--- src/design/rmq_pkg.sv ---
// Shared types and constants of the rotation matrix to quaternion unit.
`timescale 1ns / 1ps
`default_nettype none
package rmq_pkg;
	localparam int DATA_W        = 16;
	localparam int FRAC_BITS_DEF = 14;
	localparam int LANES         = 4;
	localparam int V_W           = 34;
	localparam int MAG_W         = 32;
	localparam int SUM_W         = 64;
	localparam int SH_W          = 5;
	localparam int Q_W           = 32;
	localparam int NORM_BIT      = 29;
	localparam int QUEUE_DEPTH   = 4;

	typedef enum logic [1:0] {
		CASE_TRACE = 2'd0,
		CASE_X     = 2'd1,
		CASE_Y     = 2'd2,
		CASE_Z     = 2'd3
	} case_t;

	typedef struct packed {
		logic signed [DATA_W-1:0] xaxis_x;
		logic signed [DATA_W-1:0] xaxis_y;
		logic signed [DATA_W-1:0] xaxis_z;
		logic signed [DATA_W-1:0] yaxis_x;
		logic signed [DATA_W-1:0] yaxis_y;
		logic signed [DATA_W-1:0] yaxis_z;
		logic signed [DATA_W-1:0] zaxis_x;
		logic signed [DATA_W-1:0] zaxis_y;
		logic signed [DATA_W-1:0] zaxis_z;
	} matrix_t;

	typedef struct packed {
		logic signed [DATA_W-1:0] quat_w;
		logic signed [DATA_W-1:0] quat_x;
		logic signed [DATA_W-1:0] quat_y;
		logic signed [DATA_W-1:0] quat_z;
		logic [1:0]               case_taken;
		logic                     invalid;
	} quat_t;

	typedef struct packed {
		logic [LANES-1:0] neg;
		case_t            kase;
		logic             invalid;
	} tag_t;

	typedef struct packed {
		logic [LANES-1:0][MAG_W-1:0] mag;
		tag_t                        tag;
	} cls_t;
endpackage
`default_nettype wire

--- src/design/rmq_queue.sv ---
// Short FIFO that decouples the classifying front from the arithmetic back.
`timescale 1ns / 1ps
`default_nettype none
module rmq_queue (
	input  wire logic          clk,
	input  wire logic          arst_n,
	input  wire logic          push_valid,
	input  wire rmq_pkg::cls_t push_data,
	output      logic          push_ready,
	output      logic          pop_valid,
	output      rmq_pkg::cls_t pop_data,
	input  wire logic          pop
);
	localparam int PTR_W = $clog2(rmq_pkg::QUEUE_DEPTH);
	localparam int CNT_W = $clog2(rmq_pkg::QUEUE_DEPTH + 1);

	rmq_pkg::cls_t mem_q [rmq_pkg::QUEUE_DEPTH];
	logic [PTR_W-1:0] wr_ptr_q, rd_ptr_q;
	logic [CNT_W-1:0] cnt_q;
	logic do_push, do_pop;

	assign push_ready = (cnt_q != CNT_W'(rmq_pkg::QUEUE_DEPTH));
	assign pop_valid  = (cnt_q != '0);
	assign pop_data   = mem_q[rd_ptr_q];
	assign do_push    = push_valid && push_ready;
	assign do_pop     = pop && pop_valid;

	always_ff @(posedge clk or negedge arst_n) begin
		if (!arst_n) begin
			wr_ptr_q <= '0;
			rd_ptr_q <= '0;
			cnt_q    <= '0;
		end else begin
			if (do_push) wr_ptr_q <= wr_ptr_q + PTR_W'(1);
			if (do_pop) rd_ptr_q <= rd_ptr_q + PTR_W'(1);
			if (do_push && !do_pop) cnt_q <= cnt_q + CNT_W'(1);
			else if (do_pop && !do_push) cnt_q <= cnt_q - CNT_W'(1);
		end
	end

	always_ff @(posedge clk) begin
		if (do_push) begin
			mem_q[wr_ptr_q] <= push_data;
		end
	end
endmodule
`default_nettype wire

--- config.mk ---
export PLATFORM = sky130hd
export DESIGN_NAME = rmq_queue
export DESIGN_NICKNAME = d
export VERILOG_FILES = /design/src/design/rmq_pkg.sv /design/src/design/rmq_queue.sv
export SDC_FILE = /design/constraint.sdc
export NUM_CORES = 1
export LEC_CHECK = 0
export BUFFER_PORTS_ARGS = -buffer_cell sky130_fd_sc_hd__buf_4
export CAP_MARGIN = 30
export CORE_ASPECT_RATIO = 2
export CORE_UTILIZATION = 55
export CTS_BUF_LIST = sky130_fd_sc_hd__clkbuf_4 sky130_fd_sc_hd__clkbuf_8 sky130_fd_sc_hd__clkbuf_16
export DETAILED_ROUTE_END_ITERATION = 8
export GPL_TIMING_DRIVEN = 0
export PLACE_DENSITY = 0.74
export SLEW_MARGIN = 10
export SYNTH_ARGS = -nofsm -noshare
export SYNTH_HDL_FRONTEND = slang
export SYNTH_SLANG_ARGS = --single-unit
--- constraint.sdc ---
create_clock -name clk -period 5.4 [get_ports clk]
set_input_delay 1.08 -clock clk [delete_from_list [all_inputs] [get_ports clk]]
set_output_delay 1.08 -clock clk [all_outputs]
set_load 0.01 [all_outputs]
==> reports/results.tsv <==
stage	metric	value	unit
outcome	outcome	complete, no violations	
logic_synthesis	synth_top_cell_by_area	edfxtp_1	
logic_synthesis	synthAdderAreaFrac	0.4154	%
worst_setup_path	startpoint_type	flip-flop	
logic_synthesis	ys_seq_area_share	82.45	%
cells_and_area	nNetsFinal	1216	
worst_setup_path	reg2reg_depth	5	
route	met2WireLength	21.58	mm
global_routing	grt_overflow_total	0	
clock_tree	hold_buffers	0	
worst_setup_path	worst-path-buf-inv	4	
route	via_per_inst	5.638	
sta	hold_viol	0	
die	die_x	136.4	um
sta	maxSlewViolCount	0	
cells_and_area	fillers	2246	
place	gp_congestion	0.6997	
route	first_iter_violations	461	
die	start_util	55.72	%
clock_tree	clk_pin_slew	0.07	ns
logic_synthesis	muxShareOfSynthArea	15.41	%
worst_setup_path	rrSetupSlack	2.86	ns
worst_setup_path	cp_data_arrival_time	2.35	ns
route	drc	0	
cells_and_area	fin_area	24170	um2
global_routing	grt_max_degree	52	
sta	tightest_slew	0.7102	ns
clock_tree	cts_root_buf	clkbuf_16	
worst_setup_path	critPathKind	flip-flop to primary output	
logic_synthesis	synth.net_count	885	
sta	min_period_over_period	63.46	%
sta	holdWs	0.3228	ns
sta	max_freq	291.8	MHz
route	wl	37.68	mm
worst_setup_path	cpPeakStageDelay	0.38	ns
global_routing	grt_pass1_wl	55.36	mm
logic_synthesis	synthXorXnorAreaFrac	0.2643	%
worst_setup_path	critPathMaxFanout	10	
logic_synthesis	synth_top_family_by_area	multiplexers	
worst_setup_path	crit_chain	buf_2 > buf_2 > buf_2 > mux4_2 > buf_4	
pwr	p_leak	8.263	nW
worst_setup_path	timing.rr.end	mem_q[3][35]	
route	m1WireLength	12.43	mm
worst_setup_path	crit_path_end	pop_data[79]	
logic_synthesis	ys.warnings.count	0	
cells_and_area	drive_gt1_share	47.51	%
sta	slew_headroom	52.65	%
cells_and_area	area.sequential	16390	um2
place	dpl.hpwl	25.03	mm
route	num_vias	8790	
worst_setup_path	crit-reg2reg-launch	cnt_q[0]	
global_routing	grt_use_total	20.93	%
logic_synthesis	netlist.area_leader.share	81.57	%
worst_setup_path	cpMostUsedCell	buf_2	
route	wl_per_cell	24.17	um
worst_setup_path	critical_path.startpoint	rd_ptr_q[1]	
clock_tree	cts_tree	built	
cells_and_area	multi_input_comb_area	3271	um2
sta	fin_crit	3.427	ns
clock_tree	clockBufferDepth	3	
die	die_h	270.9	um
worst_setup_path	cp.depth	5	
global_routing	grt_pass1_vias	9453	
clock_tree	htreeDepth	2	
logic_synthesis	synth_cells	740	
place	port_buffers	275	
pwr	ir_drop	0.4030	mV
sta	grt_setup_unrepaired	no	
logic_synthesis	synth_simple_gate_area_share	0.2580	%
die	die_area	36960	um2
worst_setup_path	endpoint_kind	primary output	
cells_and_area	layout-area-overhead-vs-synth	21.59	%
place	place_area	22760	um2
worst_setup_path	crit_slowest_cell	mux4_2	
sta	setup-violations-final	0	
die	io_pins	276	
die	coreArea	35680	um2
worst_hold_path	hp-class	input port to asynchronous set/reset pin	
logic_synthesis	synthDistinctLibCells	20	
worst_setup_path	path_delay_family	buffers and inverters	
logic_synthesis	syn_area	19880	um2
route	final_antenna_net_count	0	
route	wl_met3	1.974	mm
route	top_layer	met5	
clock_tree	clock-sinks	547	
logic_synthesis	syn_area_per_cell	26.87	um2
route	dr.pass1.iters	4	
clock_tree	cts-buffers-inserted	44	
global_routing	antenna_found_initial	5	
die	rows	98	
pwr	power.density	549.9	nW/um2
run	cap_viol_max_count	0	
sta	finClkSkew	0.02034	ns
worst_setup_path	crit_required	4.32	ns
clock_tree	worstSkewPairLatency	0.56	ns
logic_synthesis	yosys_register_bits	547	
logic_synthesis	synth_compound_area_share	0.05664	%
logic_synthesis	synth_area_leaders	edfxtp_1, mux4_2, dfrtp_1, buf_6, ha_1	
clock_tree	cts_resized	0	
clock_tree	post-cts-setup-buffers	0	
==> synth_stat cells <==
cell type  number
clkbuf_1        1
buf_2          12
dfrtp_1         7
a21boi_2        1
nor2_1          2
xor2_1          2
nand2_1         2
buf_6           9
buf_4           6
or3_1           1
fa_1            1
mux2_2          2
buf_1           2
inv_1           3
nand3_1         1
xnor2_1         4
edfxtp_1      540
and2_1          4
ha_1            5
mux4_2        135
==> worst min path at each step <==
stage	cells after the start	endpoint	slack (ns)
final	1	rd_ptr_q[1]	0.32
after CTS	1	rd_ptr_q[1]	0.29
after global routing	1	cnt_q[1]	0.31
after detailed placement	1	cnt_q[2]	0.52
after floorplan	1	cnt_q[2]	0.49
after global placement	1	cnt_q[2]	0.51
==> cells by family (layout without fill, tap and decap cells) <==
logic type      after synthesis  in the layout
flops                       547            547
other cells                   0              4
compound gates                1              1
fa+ha+maj                     6              6
mux                         137            137
simple gates                 10             10
xor+xnor                      6              6
buf+inv                      33            398
==> cell type report <==
| cell class | instances | area share, % |
|---|---|---|
| flip-flops and latches | 547 | 67.81 |
| multi-input cells | 160 | 13.53 |
| repair buffers | 285 | 9.555 |
| clock buffers | 52 | 4.876 |
| well taps | 450 | 2.329 |
| clock inverters | 28 | 0.9110 |
| plain buffers | 30 | 0.9007 |
| inverters | 3 | 0.04659 |
| diodes | 4 | 0.04141 |
==> state kept, by name, indices dropped and copies added (netlist names) <==
name      cells
cnt_q         3
mem_q       540
wr_ptr_q      2
rd_ptr_q      2
==> layer usage <==
| metal | up-vias | track usage, % |
|---|---|---|
| li1 | 3870 | - |
| met3 | 87 | 4.216 |
| met5 | - | 0 |
| met4 | 2 | 10.61 |
| met2 | 264 | 38.66 |
| met1 | 4567 | 21.87 |
==> power breakdown <==
group | switching (mW) | internal (mW) | total, mW | leakage (nW)
clock network | 1.39 | 1.71 | 3.11 | 0.700
registers | 0.176 | 5.60 | 5.77 | 5.03
logic | 2.20 | 2.21 | 4.41 | 2.54
total | 3.77 | 9.52 | 13.3 | 8.26
==> metrics by stage <==
step                       TNS, ns  util (%)  power [mW]  setup WS (ns)  cells
final                            0     67.74       13.29          1.973   1559
after global placement    -1199.32     63.08       10.42         -2.267   1465
after detailed placement         0     63.79       10.40          2.154   1475
after global routing             0     67.74       13.86          1.815   1559
after floorplan                  0         -       8.431         0.4057    740
after CTS                        0     67.72       13.50          1.838   1555
==> cell usage in the layout (no fill, tap or decap), drive strengths merged <==
master    instances
nand2             2
or3               1
diode             4
inv               6
a21boi            1
ha                5
nor2              2
clkbuf           53
xnor2             4
mux2              2
mux4            135
buf             314
dfrtp             7
and2              4
bufinv            3
xor2              2
clkinvlp          2
edfxtp          540
clkinv           20
fa                1
nand3             1
Power figures use the tool's default switching activity.
