### src/design/rmq_pkg.sv
// Shared types and constants of the rotation matrix to quaternion unit.
`timescale 1ns / 1ps
`default_nettype none
package rmq_pkg;
	localparam int DATA_W        = 16;
	localparam int FRAC_BITS_DEF = 14;
	localparam int LANES         = 4;
	localparam int V_W           = 34;
	localparam int MAG_W         = 32;
	localparam int SUM_W         = 64;
	localparam int SH_W          = 5;
	localparam int Q_W           = 32;
	localparam int NORM_BIT      = 29;
	localparam int QUEUE_DEPTH   = 4;

	typedef enum logic [1:0] {
		CASE_TRACE = 2'd0,
		CASE_X     = 2'd1,
		CASE_Y     = 2'd2,
		CASE_Z     = 2'd3
	} case_t;

	typedef struct packed {
		logic signed [DATA_W-1:0] xaxis_x;
		logic signed [DATA_W-1:0] xaxis_y;
		logic signed [DATA_W-1:0] xaxis_z;
		logic signed [DATA_W-1:0] yaxis_x;
		logic signed [DATA_W-1:0] yaxis_y;
		logic signed [DATA_W-1:0] yaxis_z;
		logic signed [DATA_W-1:0] zaxis_x;
		logic signed [DATA_W-1:0] zaxis_y;
		logic signed [DATA_W-1:0] zaxis_z;
	} matrix_t;

	typedef struct packed {
		logic signed [DATA_W-1:0] quat_w;
		logic signed [DATA_W-1:0] quat_x;
		logic signed [DATA_W-1:0] quat_y;
		logic signed [DATA_W-1:0] quat_z;
		logic [1:0]               case_taken;
		logic                     invalid;
	} quat_t;

	typedef struct packed {
		logic [LANES-1:0] neg;
		case_t            kase;
		logic             invalid;
	} tag_t;

	typedef struct packed {
		logic [LANES-1:0][MAG_W-1:0] mag;
		tag_t                        tag;
	} cls_t;
endpackage
`default_nettype wire

### src/design/rmq_chan_if.sv
// Valid/ready channel that carries one word of a given payload type.
`timescale 1ns / 1ps
`default_nettype none
interface rmq_chan_if #(
	parameter type payload_t = logic
);
	logic     valid;
	logic     ready;
	payload_t data;

	modport source(output valid, output data, input ready);
	modport sink(input valid, input data, output ready);
endinterface
`default_nettype wire

### src/design/rmq_back.sv
// Back end: normalize shift, sum of squares, square root, four divides, output word.
`timescale 1ns / 1ps
`default_nettype none
module rmq_back #(
	parameter int FRAC_BITS = rmq_pkg::FRAC_BITS_DEF
) (
	input  wire logic          clk,
	input  wire logic          arst_n,
	input  wire logic          pop_valid,
	input  wire rmq_pkg::cls_t pop_data,
	output      logic          pop,
	rmq_chan_if.source         quaternion
);
	localparam int L      = rmq_pkg::LANES;
	localparam int MW     = rmq_pkg::MAG_W;
	localparam int SW     = rmq_pkg::SUM_W;
	localparam int QW     = rmq_pkg::Q_W;
	localparam int SQ_N   = SW / 2;
	localparam int DIV_N  = FRAC_BITS + 1;

	logic en;
	logic ovalid_q;
	rmq_pkg::quat_t oword_q, oword_c;

	// The whole pipeline moves together unless the output word is held.
	assign en  = !ovalid_q || quaternion.ready;
	assign pop = en;

	// Stage 1: word from the queue.
	logic valid_s1;
	rmq_pkg::cls_t cls_s1;
	// Stage 2: normalize shift amount.
	logic valid_s2;
	rmq_pkg::cls_t cls_s2;
	logic [rmq_pkg::SH_W-1:0] sh_s2, sh_c;
	logic [MW-1:0] orv;
	// Stage 3: shifted magnitudes.
	logic valid_s3;
	logic [L-1:0][MW-1:0] mag_s3;
	rmq_pkg::tag_t tag_s3;
	// Stage 4: squares.
	logic valid_s4;
	logic [L-1:0][MW-1:0] mag_s4;
	logic [L-1:0][SW-1:0] sq_s4;
	rmq_pkg::tag_t tag_s4;
	// Square root pipeline, one result bit per stage; entry 0 is the sum.
	logic               sv [SQ_N+1];
	logic [SW-1:0]      sx [SQ_N+1];
	logic [SW-1:0]      sr [SQ_N+1];
	logic [L-1:0][MW-1:0] smag [SQ_N+1];
	rmq_pkg::tag_t      stag [SQ_N+1];
	// Dividend stage.
	logic valid_s5;
	logic [L-1:0][SW-1:0] num_s5;
	logic [MW-1:0] n_s5;
	rmq_pkg::tag_t tag_s5;
	// Divide pipeline, one quotient bit per stage in all four lanes.
	logic                 dv [DIV_N+1];
	logic [L-1:0][SW-1:0] drem [DIV_N+1];
	logic [L-1:0][QW-1:0] dq [DIV_N+1];
	logic [MW-1:0]        dn [DIV_N+1];
	rmq_pkg::tag_t        dtag [DIV_N+1];

	always_comb begin
		orv = cls_s1.mag[0] | cls_s1.mag[1] | cls_s1.mag[2] | cls_s1.mag[3];
		sh_c = '0;
		if (orv[MW-1:rmq_pkg::NORM_BIT] == '0) begin
			for (int i = 0; i < rmq_pkg::NORM_BIT; i++) begin
				if (orv[i]) sh_c = rmq_pkg::SH_W'(rmq_pkg::NORM_BIT - i);
			end
		end
	end

	always_ff @(posedge clk or negedge arst_n) begin
		if (!arst_n) begin
			valid_s1 <= 1'b0;
			valid_s2 <= 1'b0;
			valid_s3 <= 1'b0;
			valid_s4 <= 1'b0;
			valid_s5 <= 1'b0;
		end else if (en) begin
			valid_s1 <= pop_valid;
			valid_s2 <= valid_s1;
			valid_s3 <= valid_s2;
			valid_s4 <= valid_s3;
			valid_s5 <= sv[SQ_N];
		end
	end

	always_ff @(posedge clk) begin
		if (en) begin
			cls_s1 <= pop_data;
			cls_s2 <= cls_s1;
			sh_s2  <= sh_c;
			tag_s3 <= cls_s2.tag;
			tag_s4 <= tag_s3;
			mag_s4 <= mag_s3;
			for (int i = 0; i < L; i++) begin
				mag_s3[i] <= cls_s2.mag[i] << sh_s2;
				sq_s4[i]  <= SW'(mag_s3[i]) * SW'(mag_s3[i]);
			end
			n_s5   <= MW'(sr[SQ_N]);
			tag_s5 <= stag[SQ_N];
			for (int i = 0; i < L; i++) begin
				num_s5[i] <= (SW'(smag[SQ_N][i]) << FRAC_BITS) + SW'(sr[SQ_N] >> 1);
			end
		end
	end

	assign sv[0]   = valid_s4;
	assign sx[0]   = sq_s4[0] + sq_s4[1] + sq_s4[2] + sq_s4[3];
	assign sr[0]   = '0;
	assign smag[0] = mag_s4;
	assign stag[0] = tag_s4;

	for (genvar k = 0; k < SQ_N; k++) begin : g_sqrt
		localparam logic [SW-1:0] BIT = SW'(1) << (SW - 2 - 2 * k);
		logic [SW-1:0] trial;
		assign trial = sr[k] + BIT;

		always_ff @(posedge clk or negedge arst_n) begin
			if (!arst_n) begin
				sv[k+1] <= 1'b0;
			end else if (en) begin
				sv[k+1] <= sv[k];
			end
		end

		always_ff @(posedge clk) begin
			if (en) begin
				smag[k+1] <= smag[k];
				stag[k+1] <= stag[k];
				if (sx[k] >= trial) begin
					sx[k+1] <= sx[k] - trial;
					sr[k+1] <= (sr[k] >> 1) + BIT;
				end else begin
					sx[k+1] <= sx[k];
					sr[k+1] <= sr[k] >> 1;
				end
			end
		end
	end

	assign dv[0]   = valid_s5;
	assign drem[0] = num_s5;
	assign dq[0]   = '0;
	assign dn[0]   = n_s5;
	assign dtag[0] = tag_s5;

	for (genvar j = 0; j < DIV_N; j++) begin : g_div
		logic [SW-1:0] dsr;
		assign dsr = SW'(dn[j]) << (FRAC_BITS - j);

		always_ff @(posedge clk or negedge arst_n) begin
			if (!arst_n) begin
				dv[j+1] <= 1'b0;
			end else if (en) begin
				dv[j+1] <= dv[j];
			end
		end

		always_ff @(posedge clk) begin
			if (en) begin
				dn[j+1]   <= dn[j];
				dtag[j+1] <= dtag[j];
				for (int i = 0; i < L; i++) begin
					if (drem[j][i] >= dsr) begin
						drem[j+1][i] <= drem[j][i] - dsr;
						dq[j+1][i]   <= {dq[j][i][QW-2:0], 1'b1};
					end else begin
						drem[j+1][i] <= drem[j][i];
						dq[j+1][i]   <= {dq[j][i][QW-2:0], 1'b0};
					end
				end
			end
		end
	end

	// Sign, conjugate and saturate each part.
	logic signed [QW:0] sval [L];
	logic signed [rmq_pkg::DATA_W-1:0] part [L];
	always_comb begin
		for (int i = 0; i < L; i++) begin
			sval[i] = (dtag[DIV_N].neg[i] ^ (i != 0)) ? -$signed({1'b0, dq[DIV_N][i]})
				: $signed({1'b0, dq[DIV_N][i]});
			if (sval[i] > (QW+1)'(32767)) part[i] = 16'sd32767;
			else if (sval[i] < -(QW+1)'(32768)) part[i] = -16'sd32768;
			else part[i] = rmq_pkg::DATA_W'(sval[i]);
			if (dtag[DIV_N].invalid) part[i] = '0;
		end
		oword_c.quat_w     = part[0];
		oword_c.quat_x     = part[1];
		oword_c.quat_y     = part[2];
		oword_c.quat_z     = part[3];
		oword_c.case_taken = dtag[DIV_N].kase;
		oword_c.invalid    = dtag[DIV_N].invalid;
	end

	always_ff @(posedge clk or negedge arst_n) begin
		if (!arst_n) begin
			ovalid_q <= 1'b0;
		end else if (en) begin
			ovalid_q <= dv[DIV_N];
		end
	end

	always_ff @(posedge clk) begin
		if (en) begin
			oword_q <= oword_c;
		end
	end

	assign quaternion.valid = ovalid_q;
	assign quaternion.data  = oword_q;
endmodule
`default_nettype wire

### src/flat_wrapper.sv
// flat-port wrapper written by rule: the top's interface ports become plain ports
module rmq_back_flat 
#(
	parameter int FRAC_BITS = rmq_pkg::FRAC_BITS_DEF
)
  (clk, arst_n, pop_valid, pop_data, pop, quaternion_valid, quaternion_data, quaternion_ready);
  rmq_chan_if quaternion_i ();
  input  wire logic clk;
  input  wire logic arst_n;
  input  wire logic pop_valid;
  input  wire rmq_pkg::cls_t pop_data;
  output      logic pop;
  output wire logic [$bits(quaternion_i.valid)-1:0] quaternion_valid;
  output wire logic [$bits(quaternion_i.data)-1:0] quaternion_data;
  input wire logic [$bits(quaternion_i.ready)-1:0] quaternion_ready;
  assign quaternion_valid = quaternion_i.valid;
  assign quaternion_data = quaternion_i.data;
  assign quaternion_i.ready = quaternion_ready;
  rmq_back #(.FRAC_BITS(FRAC_BITS)) u_core (.clk(clk), .arst_n(arst_n), .pop_valid(pop_valid), .pop_data(pop_data), .pop(pop), .quaternion(quaternion_i));
endmodule
### config.mk
export PLATFORM = sky130hd
export DESIGN_NAME = rmq_back_flat
export DESIGN_NICKNAME = d
export VERILOG_FILES = /design/src/design/rmq_pkg.sv /design/src/design/rmq_chan_if.sv /design/src/design/rmq_back.sv /design/src/flat_wrapper.sv
export SDC_FILE = /design/constraint.sdc
export NUM_CORES = 1
export LEC_CHECK = 0
export BUFFER_PORTS_ARGS = -buffer_cell sky130_fd_sc_hd__buf_2
export CELL_PAD_IN_SITES_DETAIL_PLACEMENT = 0
export CELL_PAD_IN_SITES_GLOBAL_PLACEMENT = 1
export CORE_UTILIZATION = 36
export DETAILED_ROUTE_END_ITERATION = 8
export PLACE_DENSITY_LB_ADDON = 0.1
export SETUP_SLACK_MARGIN = 0.02
export SYNTH_ARGS = -nofsm -noshare
export SYNTH_HDL_FRONTEND = slang
export SYNTH_SLANG_ARGS = --single-unit
### constraint.sdc
create_clock -name clk -period 1.18 [get_ports clk]
set_input_delay 0.236 -clock clk [delete_from_list [all_inputs] [get_ports clk]]
set_output_delay 0.236 -clock clk [all_outputs]
set_load 0.005 [all_outputs]
==> impl_metrics.toml, run 1 <==
[route]
drcViolationCount = 0
antenna_left = 0
met3_length_um = 108
dr_total_vias = 1464
wl_met2_um = 2230
drt_wl_total_um = 4880
wl_met1_um = 2460
via_per_inst = 4.29
drtIter0Drc = 52
highest_layer = "met4"
post_drt_wl_per_cell_um = 14.3
first_pass_iters = 4

[die]
die_area_um2 = 11000
row_count = 37
coreArea_um2 = 10300
die_w_um = 105
initial_core_util_pct = 37.0
io_pins = 142
die_h_um = 105

[global_route]
grt_pass1_vias = 1576
grt_pass1_wl_um = 8260
grt_max_degree = 54
antenna_found_initial = 0
grtUsageTotal_pct = 10.0
gr-total-overflow = 0

[sta]
post-route-period-util_pct = 114
setup_viol_count_final = 104
slew_headroom_pct = 80.3
clock_skew_ps = 6.87
fmax_mhz = 745
worst_slack_ps = -161
rsz0062_at_grt = "yes"
min_period_ps = 1340
tightest_slew_ps = 296
hold_violations = 0
final_max_slew_viol_count = 0
hold-worst-slack_ps = 50.3

[power]
ir_worst_vdd_mv = 0.522
powerDensity_nw_per_um2 = 1400
leakage_nw = 2.00

[clock_network]
htree_levels = 3
path_clk_slew_ps = 100
numClockSinks = 106
cts_tree = "done"
insertion_delay_ps = 350
cts_buffer_depth = 2
cts_buffers = 9
cts-root-buf = "clkbuf_8"

[logic_synthesis]
yosys_warnings = 0
synth-seq-area-share_pct = 76.3
synth_nets = 305
synthDistinctLibCells = 7
synth_seq_cells = 106
avgSynthCellArea_um2 = 23.0
syn_inst = 166
syn_area_um2 = 3820

[finish]
fillers = 880
nNetsFinal = 339
antennaDiodeCount = 0
fin_util_pct = 43.2
finalNonFillerCells = 341
syn2layout_area_growth_pct = 16.6
drive_gt1_share_pct = 45.9

[place]
pre_cts_ws_ps = -82.7
gp_congestion = 0.654
portBuffers = 7
dp_cells = 316
post-dp-hpwl_um = 2630

[worst_hold_path]
min_path_type = "input pin to flip-flop"

[critical_path]
crit_fanout = 13
startpoint_type = "flip-flop"
worst_ep_arrival_time_ps = 1600
crit_path_end_kind = "flip-flop"
required_ps = 1440
crit_type = "flip-flop to flip-flop"

[flow_run]
drv_cap = 0

[run_status]
violations = "setup timing"
outcome = "finished, violations left"
==> flip-flops by register name (all words and copies together), names as in the netlist <==
signal                   flops
u_core.cls_s2                1
u_core.valid_s4              1
u_core.quaternion.valid      1
u_core.valid_s2              1
u_core.quaternion.data       1
u_core.valid_s3              1
u_core.stag                 33
u_core.sv                   32
u_core.cls_s1                1
u_core.dtag                 16
u_core.valid_s5              1
u_core.tag_s3                1
u_core.dv                   15
u_core.valid_s1              1
==> routing by layer <==
| metal | vias up | global-route usage (%) |
|---|---|---|
| met3 | 8 | 3.56 |
| li1 | 679 | - |
| met5 | - | 0 |
| met2 | 15 | 13.6 |
| met1 | 762 | 14.0 |
| met4 | 0 | 5.43 |
==> worst max-delay path: stages (launching register included) <==
cell	delay, ps
dfrtp_1	420
nand2b_4	120
buf_12	110
buf_4	230
mux2_2	360
==> power by group <==
group	internal, mW	switching [mW]
clock network	0.761	1.16
registers	4.06	0.0763
logic	0.127	0.0611
total	4.95	1.30
==> kinds of logic after synthesis <==
| family | after synthesis | synth area share [%] |
|---|---|---|
| flops | 106 | 76.3 |
| mux | 52 | 20.0 |
| buf+inv | 6 | 3.14 |
| simple gates | 2 | 0.524 |
==> through the flow <==
| stage | setup TNS [ps] | total power [mW] | instance area [um^2] |
|---|---|---|---|
| final | -9250 | 6.25 | 4460 |
| after global routing | -14140 | 6.55 | 4460 |
| after CTS | -13110 | 6.36 | 4480 |
| after detailed placement | -4770 | 4.40 | 4110 |
| after global placement | -2670 | 4.38 | 4110 |
| after floorplan | -2710 | 4.31 | 3830 |
==> final timing paths <==
| path | start | endpoint | slack, ps | depth (start not counted) |
|---|---|---|---|---|
| max reg2reg | u_core.quaternion.valid | u_core.sv[24] | -160 | 4 |
| max in group asynchronous | arst_n | u_core.sv[3] | 530 | 3 |
| min | pop_data[0] | u_core.cls_s1[0] | 50 | 1 |
| max | u_core.quaternion.valid | u_core.sv[24] | -160 | 4 |
| min in group asynchronous | arst_n | u_core.sv[11] | 390 | 3 |
| min reg2reg | u_core.stag[140] | u_core.stag[133] | 420 | 0 |
==> synthesized netlist by cell type <==
cell type,number,share of area (%)
mux2_2,4,1.2
nand2b_1,1,0.16
buf_12,6,3.1
mux2_4,48,19
dfrtp_1,53,35
nand2b_4,1,0.36
edfxtp_1,53,42
==> repair_timing <==
item                       CTS  global route
hold buffers                 1             0
cloned                       2             1
setup endpoints to repair   99           107
buffers inserted             6             1
hold endpoints to repair    53             0
pin swaps                    0             0
gates resized for setup     15             1
==> area by class of cell <==
| class | instances | area [um^2] | area share [%] |
|---|---|---|---|
| clock inverter | 7 | 45.0 | 1.01 |
| sequential | 106 | 2920 | 65.5 |
| timing repair buffer | 29 | 407 | 9.12 |
| multi-input combinational | 54 | 793 | 17.8 |
| clock buffer | 9 | 124 | 2.78 |
| tap | 136 | 170 | 3.82 |
==> cell usage in the layout, fill, tap and decap left out, drive strengths merged <==
cell         synthesis  routed
clkbuf               0      10
clkinvlp             0       1
dlygate4sd3          0       1
inv                  0       1
clkinv               0       5
edfxtp              53      53
buf                  6      27
mux2                52      52
nand2b               2       2
dfrtp               53      53
(Power assumes the default switching activity.)
==> inputs of run 2 (changes only) <==
Settings changed: REMOVE_ABC_BUFFERS set to 1.
==> impl_metrics.toml, run 2 (synthesis results as in run 1) <==
[sta]
setup_viol_count_final = 91
post-route-period-util_pct = 111
slew_headroom_pct = 80.8
worst_slack_ps = -131
fmax_mhz = 763
clock_skew_ps = 13.9
hold_violations = 0
final_max_slew_viol_count = 0
min_period_ps = 1310
tightest_slew_ps = 288
rsz0062_at_grt = "yes"

[place]
dp_cells = 317
portBuffers = 7
place_area_um2 = 4060
post-dp-hpwl_um = 2650
gp_congestion = 0.675

[critical_path]
worst_ep_arrival_time_ps = 1070
crit_type = "flip-flop to primary output"
crit_path_end_kind = "primary output"
required_ps = 940
crit_fanout = 3
startpoint_type = "flip-flop"

[route]
drcViolationCount = 0
drt_wl_total_um = 5020
post_drt_wl_per_cell_um = 14.8
drtIter0Drc = 59
via_per_inst = 4.34
first_pass_iters = 4
antenna_left = 0
dr_total_vias = 1476

[power]
leakage_nw = 1.99
ir_worst_vdd_mv = 0.775
finalPower_mw = 6.90
powerDensity_nw_per_um2 = 1550

[global_route]
grt_pass1_vias = 1598
grt_max_degree = 54
antenna_found_initial = 0
gr-total-overflow = 0
grtUsageTotal_pct = 10.3
grt_pass1_wl_um = 8430

[finish]
drive_gt1_share_pct = 46.6
finalNonFillerCells = 340
nNetsFinal = 338
top_register = "u_core.stag"
fin_util_pct = 43.2
reg_top3 = "u_core.stag x33, u_core.sv x32, u_core.dtag x16"
mostFrequentLayoutCells = "edfxtp_1, dfrtp_1, mux2_4"
stdcell_area_um2 = 4460
syn2layout_area_growth_pct = 16.7
antennaDiodeCount = 0
largest_register_ffs = 33

[clock_network]
cts-root-buf = "clkbuf_8"
cts_buffer_depth = 2
cts_tree = "done"
numClockSinks = 106
insertion_delay_ps = 360
cts_buffers = 9
path_clk_slew_ps = 100
htree_levels = 3

[flow_run]
drv_cap = 0

[die]
die_area_um2 = 11000
coreArea_um2 = 10300
initial_core_util_pct = 37.0
row_count = 37
io_pins = 142
die_h_um = 105
die_w_um = 105

[run_status]
outcome = "finished, violations left"
violations = "setup timing"

[worst_hold_path]
min_path_type = "input pin to flip-flop"
run 2: cell type report:
type,count,area (um^2)
Fill cell,882,5860
Multi-Input combinational cell,54,786
Clock buffer,9,124
Timing Repair Buffer,28,347
Tap cell,136,170
Sequential cell,106,2920
Clock inverter,7,118
run 2: path summary, 6_finish.rpt:
check | cells past startpoint | slack [ps] | endpoint | start
max in group asynchronous | 3 | 550 | u_core.valid_s3 | arst_n
worst min-delay path | 1 | 50 | u_core.cls_s1[0] | pop_data[0]
worst max register to register | 4 | -120 | u_core.sv[25] | u_core.quaternion.valid
worst min register to register | 0 | 430 | u_core.dtag[35] | u_core.dtag[42]
worst max-delay path | 3 | -130 | pop | u_core.quaternion.valid
min in group asynchronous | 3 | 380 | u_core.sv[0] | arst_n
run 2: critical path, stage by stage, from the launching register on:
cell and delay, ps:
dfrtp_1 420, nand2b_4 110, buf_6 100, buf_6 90
run 2: stage by stage:
stage	hold slack [ps]	setup slack (ps)	TNS [ps]
after floorplan	-59.6	-728	-66350
after global placement	244	-58.2	-2320
after CTS	23.4	-157	-9840
final	49.1	-131	-8410
after detailed placement	253	-82.4	-3430
after global routing	26.9	-193	-12670
run 2: per-layer routing:
metal	global-route usage (%)	up-vias	share of wire, %
li1	-	674	-
met5	0	-	0
met4	5.43	0	2.1
met3	4.30	9	4.2
met1	13.7	774	48
met2	14.3	19	46
run 2: repair_timing:
item,in CTS,in global routing
hold endpoints to repair,53,0
gates resized for setup,6,3
setup buffers,3,1
endpoints found under the setup margin,101,97
gates cloned,1,3
hold buffers,1,0
run 2: power breakdown:
group	internal, mW	switching, mW	leakage (nW)
combinational	0.125	0.0599	0.689
clock	1.40	1.18	0.113
sequential	4.06	0.0783	1.19
